<file path="src/rtl/b64_pkg.sv">
// shared types, constants and the base64 alphabet function
// for the base64 stream encoder; no dependencies
package b64_pkg;

	localparam int unsigned QUEUE_DEPTH = 2;
	localparam logic [7:0] PAD_CHAR = 8'h3D;
	localparam logic [1:0] FULL_GROUP = 2'd3;

	// one group of up to three bytes, ready to be turned into four characters
	typedef struct packed {
		logic [23:0] group;
		logic [1:0]  last_real;   // highest character index that is not padding
		logic        eot;
	} grp_t;

	function automatic logic [7:0] b64_char(input logic [5:0] v);
		logic [7:0] c;
		if (v < 6'd26) begin
			c = 8'h41 + {2'b00, v};
		end else if (v < 6'd52) begin
			c = 8'h61 + {2'b00, v - 6'd26};
		end else if (v < 6'd62) begin
			c = 8'h30 + {2'b00, v - 6'd52};
		end else if (v == 6'd62) begin
			c = 8'h2B;
		end else begin
			c = 8'h2F;
		end
		return c;
	endfunction

endpackage

</file>
<file path="src/rtl/b64_in_if.sv">
// byte channel: valid/ready handshake with one raw byte and a last flag
// no dependencies
interface b64_in_if;
	logic       valid;
	logic       ready;
	logic [7:0] data_byte;
	logic       last_byte;

	modport source (output valid, output data_byte, output last_byte, input ready);
	modport sink (input valid, input data_byte, input last_byte, output ready);
endinterface

</file>
<file path="src/rtl/b64_out_if.sv">
// character channel: valid/ready handshake with one ascii character
// no dependencies
interface b64_out_if;
	logic       valid;
	logic       ready;
	logic [7:0] out_char;
	logic       end_of_text;

	modport source (output valid, output out_char, output end_of_text, input ready);
	modport sink (input valid, input out_char, input end_of_text, output ready);
endinterface

</file>
<file path="src/rtl/b64_front.sv">
// front end: takes bytes, holds up to two, forms complete or padded groups
// depends on b64_pkg and b64_in_if
module b64_front
	import b64_pkg::*;
(
	input  logic     clk,
	input  logic     arst_n,
	b64_in_if.sink   byte_ch,
	input  logic     q_full,
	output logic     push,
	output grp_t     push_grp
);

	logic [15:0] pend_q;
	logic [1:0]  cnt_q;
	logic        xfer;

	assign byte_ch.ready = !q_full;
	assign xfer = byte_ch.valid && byte_ch.ready;

	always_comb begin
		push_grp.eot = byte_ch.last_byte;
		case (cnt_q)
			2'd2: begin
				push_grp.group     = {pend_q, byte_ch.data_byte};
				push_grp.last_real = FULL_GROUP;
			end
			2'd1: begin
				push_grp.group     = {pend_q[7:0], byte_ch.data_byte, 8'h00};
				push_grp.last_real = 2'd2;
			end
			default: begin
				push_grp.group     = {byte_ch.data_byte, 16'h0000};
				push_grp.last_real = 2'd1;
			end
		endcase
	end

	assign push = xfer && ((cnt_q == 2'd2) || byte_ch.last_byte);

	always_ff @(posedge clk or negedge arst_n) begin
		if (!arst_n) begin
			cnt_q  <= 2'd0;
			pend_q <= 16'h0000;
		end else if (xfer) begin
			if (push) begin
				cnt_q  <= 2'd0;
				pend_q <= 16'h0000;
			end else if (cnt_q == 2'd1) begin
				cnt_q  <= 2'd2;
				pend_q <= {pend_q[7:0], byte_ch.data_byte};
			end else begin
				cnt_q  <= 2'd1;
				pend_q <= {8'h00, byte_ch.data_byte};
			end
		end
	end

endmodule

</file>
<file path="src/rtl/b64_fifo.sv">
// short group queue between the front and back ends
// depends on b64_pkg
module b64_fifo
	import b64_pkg::*;
#(
	parameter int unsigned DEPTH = QUEUE_DEPTH
) (
	input  logic clk,
	input  logic arst_n,
	input  logic push,
	input  grp_t push_grp,
	input  logic pop,
	output grp_t pop_grp,
	output logic full,
	output logic empty
);

	localparam int unsigned AW = (DEPTH > 1) ? $clog2(DEPTH) : 1;
	localparam int unsigned CW = $clog2(DEPTH + 1);
	localparam logic [AW-1:0] LAST_PTR = AW'(DEPTH - 1);

	grp_t          mem_q [DEPTH];
	logic [AW-1:0] wr_ptr_q;
	logic [AW-1:0] rd_ptr_q;
	logic [CW-1:0] count_q;

	assign full    = (count_q == CW'(DEPTH));
	assign empty   = (count_q == '0);
	assign pop_grp = mem_q[rd_ptr_q];

	always_ff @(posedge clk) begin
		if (push && !full) begin
			mem_q[wr_ptr_q] <= push_grp;
		end
	end

	always_ff @(posedge clk or negedge arst_n) begin
		if (!arst_n) begin
			wr_ptr_q <= '0;
			rd_ptr_q <= '0;
			count_q  <= '0;
		end else begin
			if (push && !full) begin
				wr_ptr_q <= (wr_ptr_q == LAST_PTR) ? '0 : wr_ptr_q + 1'b1;
			end
			if (pop && !empty) begin
				rd_ptr_q <= (rd_ptr_q == LAST_PTR) ? '0 : rd_ptr_q + 1'b1;
			end
			case ({push && !full, pop && !empty})
				2'b10:   count_q <= count_q + 1'b1;
				2'b01:   count_q <= count_q - 1'b1;
				default: count_q <= count_q;
			endcase
		end
	end

endmodule

</file>
<file path="src/rtl/b64_back.sv">
// back end: walks a group one character per cycle, while the character port is ready, into the output register
// depends on b64_pkg and b64_out_if
module b64_back
	import b64_pkg::*;
(
	input  logic      clk,
	input  logic      arst_n,
	input  logic      q_empty,
	input  grp_t      q_grp,
	output logic      pop,
	b64_out_if.source char_ch
);

	grp_t       cur_q;
	logic       cur_valid_q;
	logic [1:0] idx_q;
	logic       ovalid_q;
	logic [7:0] ochar_q;
	logic       oeot_q;
	logic       load;
	logic       done;
	logic [5:0] sextet;
	logic [7:0] next_char;

	assign load = cur_valid_q && (!ovalid_q || char_ch.ready);
	assign done = load && (idx_q == 2'd3);
	assign pop  = !q_empty && (!cur_valid_q || done);

	always_comb begin
		case (idx_q)
			2'd0:    sextet = cur_q.group[23:18];
			2'd1:    sextet = cur_q.group[17:12];
			2'd2:    sextet = cur_q.group[11:6];
			default: sextet = cur_q.group[5:0];
		endcase
		next_char = (idx_q > cur_q.last_real) ? PAD_CHAR : b64_char(sextet);
	end

	assign char_ch.valid       = ovalid_q;
	assign char_ch.out_char    = ochar_q;
	assign char_ch.end_of_text = oeot_q;

	always_ff @(posedge clk) begin
		if (pop) begin
			cur_q <= q_grp;
		end
		if (load) begin
			ochar_q <= next_char;
			oeot_q  <= (idx_q == 2'd3) && cur_q.eot;
		end
	end

	always_ff @(posedge clk or negedge arst_n) begin
		if (!arst_n) begin
			cur_valid_q <= 1'b0;
			idx_q       <= 2'd0;
			ovalid_q    <= 1'b0;
		end else begin
			if (pop) begin
				cur_valid_q <= 1'b1;
				idx_q       <= 2'd0;
			end else begin
				if (done) begin
					cur_valid_q <= 1'b0;
				end
				if (load) begin
					idx_q <= idx_q + 2'd1;
				end
			end
			if (load) begin
				ovalid_q <= 1'b1;
			end else if (char_ch.ready) begin
				ovalid_q <= 1'b0;
			end
		end
	end

endmodule

</file>
<file path="src/rtl/base64_stream_encoder.sv">
// base64 stream encoder: one byte accepted per cycle while the group queue has room.
// a group goes out as four characters, one per cycle while the character port is ready, from a registered output.
// a closed group passes through the queue and the back end's group register before its first character is registered.
// sustained rate is set by the character port, which carries four characters for every three bytes.
// arst_n clears held bytes, the queue and the output valid flag; no characters pending.
module base64_stream_encoder
	import b64_pkg::*;
#(
	parameter int unsigned QUEUE_DEPTH_P = QUEUE_DEPTH
) (
	input  logic      clk,
	input  logic      arst_n,
	b64_in_if.sink    byte_ch,
	b64_out_if.source char_ch
);

	logic q_full;
	logic q_empty;
	logic push;
	logic pop;
	grp_t push_grp;
	grp_t pop_grp;

	b64_front u_front (
		.clk      (clk),
		.arst_n   (arst_n),
		.byte_ch  (byte_ch),
		.q_full   (q_full),
		.push     (push),
		.push_grp (push_grp)
	);

	b64_fifo #(
		.DEPTH (QUEUE_DEPTH_P)
	) u_fifo (
		.clk      (clk),
		.arst_n   (arst_n),
		.push     (push),
		.push_grp (push_grp),
		.pop      (pop),
		.pop_grp  (pop_grp),
		.full     (q_full),
		.empty    (q_empty)
	);

	b64_back u_back (
		.clk     (clk),
		.arst_n  (arst_n),
		.q_empty (q_empty),
		.q_grp   (pop_grp),
		.pop     (pop),
		.char_ch (char_ch)
	);

endmodule

</file>
<file path="src/flat_wrapper.sv">
// flat-port wrapper written by rule: the top's interface ports become plain ports
module base64_stream_encoder_flat import b64_pkg::*;
#(
	parameter int unsigned QUEUE_DEPTH_P = QUEUE_DEPTH
)
  (clk, arst_n, byte_ch_valid, byte_ch_data_byte, byte_ch_last_byte, byte_ch_ready, char_ch_valid, char_ch_out_char, char_ch_end_of_text, char_ch_ready);
  b64_in_if byte_ch_i ();
  b64_out_if char_ch_i ();
  input  logic clk;
  input  logic arst_n;
  input wire logic [$bits(byte_ch_i.valid)-1:0] byte_ch_valid;
  input wire logic [$bits(byte_ch_i.data_byte)-1:0] byte_ch_data_byte;
  input wire logic [$bits(byte_ch_i.last_byte)-1:0] byte_ch_last_byte;
  output wire logic [$bits(byte_ch_i.ready)-1:0] byte_ch_ready;
  output wire logic [$bits(char_ch_i.valid)-1:0] char_ch_valid;
  output wire logic [$bits(char_ch_i.out_char)-1:0] char_ch_out_char;
  output wire logic [$bits(char_ch_i.end_of_text)-1:0] char_ch_end_of_text;
  input wire logic [$bits(char_ch_i.ready)-1:0] char_ch_ready;
  assign byte_ch_i.valid = byte_ch_valid;
  assign byte_ch_i.data_byte = byte_ch_data_byte;
  assign byte_ch_i.last_byte = byte_ch_last_byte;
  assign byte_ch_ready = byte_ch_i.ready;
  assign char_ch_valid = char_ch_i.valid;
  assign char_ch_out_char = char_ch_i.out_char;
  assign char_ch_end_of_text = char_ch_i.end_of_text;
  assign char_ch_i.ready = char_ch_ready;
  base64_stream_encoder #(.QUEUE_DEPTH_P(QUEUE_DEPTH_P)) u_core (.clk(clk), .arst_n(arst_n), .byte_ch(byte_ch_i), .char_ch(char_ch_i));
endmodule
</file>
<file path="config.mk">
export PLATFORM = sky130hd
export DESIGN_NAME = base64_stream_encoder_flat
export DESIGN_NICKNAME = d
export VERILOG_FILES = /design/src/rtl/b64_pkg.sv /design/src/rtl/b64_in_if.sv /design/src/rtl/b64_out_if.sv /design/src/rtl/b64_front.sv /design/src/rtl/b64_fifo.sv /design/src/rtl/b64_back.sv /design/src/rtl/base64_stream_encoder.sv /design/src/flat_wrapper.sv
export SDC_FILE = /design/constraint.sdc
export NUM_CORES = 1
export LEC_CHECK = 0
export BUFFER_PORTS_ARGS = -buffer_cell sky130_fd_sc_hd__buf_2
export CAP_MARGIN = 20
export CORE_UTILIZATION = 66
export DETAILED_ROUTE_END_ITERATION = 10
export PLACE_DENSITY_LB_ADDON = 0.08
export SLEW_MARGIN = 5
export SYNTH_ARGS = -nofsm -noshare
export SYNTH_HDL_FRONTEND = slang
export SYNTH_SLANG_ARGS = --single-unit
</file>
<file path="constraint.sdc">
create_clock -name clk -period 5 [get_ports clk]
set_clock_uncertainty 0.05 [all_clocks]
set_input_delay 1.5 -clock clk [delete_from_list [all_inputs] [get_ports clk]]
set_output_delay 1.5 -clock clk [all_outputs]
set_load 0.02 [all_outputs]
</file>
==> flow_metrics.env <==
export IMPL_run_status="finished, final reports clean"
export IMPL_fillers=431
export IMPL_numCtsBuffers=17
export IMPL_routed_wl_um=9819
export IMPL_min_path_cells=1
export IMPL_drc_errors=0
export IMPL_floorplan_core_area_um2=7727
export IMPL_crit_arrival_ns=3.44
export IMPL_yosysTopAreaCell="edfxtp_1"
export IMPL_drt_pass1_iterations=5
export IMPL_min_from="u_core.u_front.pend_q[10]"
export IMPL_synth_flop_cell="edfxtp_1"
export IMPL_die_area_um2=8325
export IMPL_pre_cts_ws_ns=1.590
export IMPL_ys_ff_latch=116
export IMPL_cts_resized=0
export IMPL_path_cells="inv_1 > ha_1 > a222oi_1 > mux2i_4 > o21ai_0 > xor2_1 > ha_1 > inv_1 > o21ai_0 > o211ai_1"
export IMPL_yosysWarningCount=0
export IMPL_cp_depth=10
export IMPL_cts_tree="built"
export IMPL_drt_iter0_markers=175
export IMPL_die_w_um=91.24
export IMPL_h_tree_depth=4
export IMPL_hpwl_um=6407
export IMPL_antenna_found_initial=0
export IMPL_worst_pin_slew_ns=0.9078
export IMPL_routed_via_density=5.876
export IMPL_synth_edff_count=90
export IMPL_yosysSeqAreaShare_pct=63.79
export IMPL_critPathKind="flip-flop to flip-flop"
export IMPL_clock_sinks=116
export IMPL_dp_cells=501
export IMPL_diodes=0
export IMPL_fin_nets=449
export IMPL_cts_hold_fix_buffers=0
export IMPL_grt_pass1_wl_um=15800
export IMPL_synthTopCellsByArea="edfxtp_1 51%, dfrtp_1 12%, mux2_2 5.8%"
export IMPL_crit_required_ns=5.17
export IMPL_slew_headroom_pct=39.48
export IMPL_grt_max_degree=32
export IMPL_rrSetupSlack_ns=1.74
export IMPL_syn_inst=388
export IMPL_grt_overflow=0
export IMPL_leakagePower_nw=2.301
export IMPL_clockRootBuffer="clkbuf_8"
export IMPL_clkSlewWorstSetupHoldPaths_ns=0.05
export IMPL_r2r_start="u_core.u_back.idx_q[0]"
export IMPL_routabilityCongestion=0.9236
export IMPL_pin_count=24
export IMPL_grt_pass1_vias=3169
export IMPL_ctsLongestPathBuffers=2
export IMPL_synth_top_area_share_pct=51.42
export IMPL_yosysMostFrequentCell="edfxtp_1"
export IMPL_startpoint_type="flip-flop"
export IMPL_clk_latency_ns=0.50
export IMPL_start_util_pct=68.02
export IMPL_syn_area_um2=5256
export IMPL_slew_violations=0
export IMPL_drive_gt1_share_pct=23.38
export IMPL_slowest_stage="a222oi_1"
export IMPL_instances_no_fill=534
export IMPL_reg2reg_depth=10
export IMPL_grt_total_usage_pct=25.52
export IMPL_cp_end_kind="flip-flop"
export IMPL_p_per_area_nw_per_um2=722.3
export IMPL_cts_setup_buffers=0
export IMPL_syn2layout_area_growth_pct=15.26
export IMPL_crit_family="compound AO/OA/AOI/OAI gates"
export IMPL_ys_top_cells_by_count="90 x edfxtp_1, 36 x nand2_1, 27 x mux2_2"
export IMPL_max_stage_delay_ns=0.84
export IMPL_syn_nets=418
export IMPL_wl_per_cell_um=18.39
export IMPL_critPathBufInv=2
export IMPL_rows=32
export IMPL_period_share_pct=65.26
export IMPL_finalHoldViolCount=0
export IMPL_final_setup_viol_count=0
export IMPL_port_buffers=23
export IMPL_final_antenna_net_count=0
export IMPL_dr_total_vias=3138
export IMPL_setup_tns_ns=0
export IMPL_postSynthAreaPerCell_um2=13.55
export IMPL_min_to="u_core.u_front.pend_q[10]"
export IMPL_hold_path_class="flip-flop to flip-flop"
export IMPL_fin_util_pct=78.40
export IMPL_peakVddDrop_mv=0.5191
export IMPL_rsz0062_at_grt="no"
export IMPL_cap_violations=0
export IMPL_fin_ws_ns=1.737
export IMPL_yosysUniqueCellTypes=50
export IMPL_post_route_min_period_ns=3.263
export IMPL_ys_async_sr_fraction_pct=22.41
export IMPL_reg2reg_to="u_core.u_back.char_ch.out_char[5]"
export IMPL_path_max_fanout=10
export IMPL_fmax_mhz=306.4
export IMPL_die_h_um=91.24
-- how the worst max path moves through the flow --
| stage | startpoint | end | slack, ns |
|---|---|---|---|
| finish | u_core.u_back.idx_q[0] | u_core.u_back.char_ch.out_char[5] | 1.74 |
| global route | u_core.u_back.idx_q[0] | u_core.u_back.char_ch.out_char[5] | 1.49 |
| CTS | u_core.u_back.idx_q[0] | u_core.u_back.char_ch.out_char[5] | 1.77 |
| detailed placement | byte_ch_valid | u_core.u_fifo.mem_q[1][15] | 1.59 |
| global placement | byte_ch_valid | u_core.u_fifo.mem_q[1][15] | 1.63 |
| floorplan | char_ch_ready | u_core.u_fifo.count_q[1] | 0.89 |
-- layout by cell type, fill, tap and decap left out, types with 14 or more instances in the layout --
master and instances:
edfxtp_1 90, nand2_1 36, mux2_2 27, dfrtp_1 26, buf_2 23, o21ai_0 20
nor2_1 19, clkbuf_16 18, a22oi_1 17, ha_1 17, inv_1 14
-- routing by layer --
layer | up-vias | global-route usage [%] | wire, um
met1 | 1549 | 32.11 | 4220
li1 | 1511 | - | -
met5 | - | 0 | 0
met2 | 66 | 43.81 | 5232
met4 | 0 | 9.788 | 106
met3 | 12 | 5.193 | 259
-- sequential cells by signal, summed over array words and instances (netlist names) --
register	cells
u_core.u_back.char_ch.end_of_text	1
u_core.u_back.char_ch.out_char	8
u_core.u_back.char_ch.valid	1
u_core.u_back.cur_q	27
u_core.u_back.cur_valid_q	1
u_core.u_back.idx_q	2
u_core.u_fifo.count_q	2
u_core.u_fifo.mem_q	54
u_core.u_fifo.rd_ptr_q	1
u_core.u_fifo.wr_ptr_q	1
u_core.u_front.cnt_q	2
u_core.u_front.pend_q	16
-- metrics by stage --
stage	hold WS (ns)	power [mW]	area, um2
after floorplan	0.4144	2.824	5256
after global routing	0.4732	4.616	6058
after detailed placement	0.4427	3.235	5474
final	0.4556	4.376	6058
after CTS	0.4590	4.352	6031
after global placement	0.4332	3.157	5474
-- cell type report --
cell class                 instances  area [um2]  area share, %
clock buffer                      29       541.8          8.943
tap                              102       127.6          2.107
inverter                          18       67.56          1.115
multi-input combinational        239        1788          29.51
sequential                       116        3353          55.35
timing repair buffer              27       165.2          2.726
clock inverter                     3       15.01         0.2478
-- kinds of logic after synthesis --
logic type	Yosys count	synth area share, %
AOI/OAI and AO/OA	88	12.43
xor gates and xnor gates	13	2.309
adders and majority gates	18	4.261
buffers and inverters	33	2.356
DFF	116	63.79
muxes	31	6.951
and+or+nand+nor	89	7.903
-- power breakdown --
group	leakage (nW)	switching (mW)	total (mW)	internal [mW]
Clock	0.277	0.375	1.09	0.718
Combinational	0.856	1.09	1.77	0.683
Sequential	1.17	0.119	1.51	1.39
Total	2.30	1.58	4.38	2.79
Power figures use the tool's default switching activity.
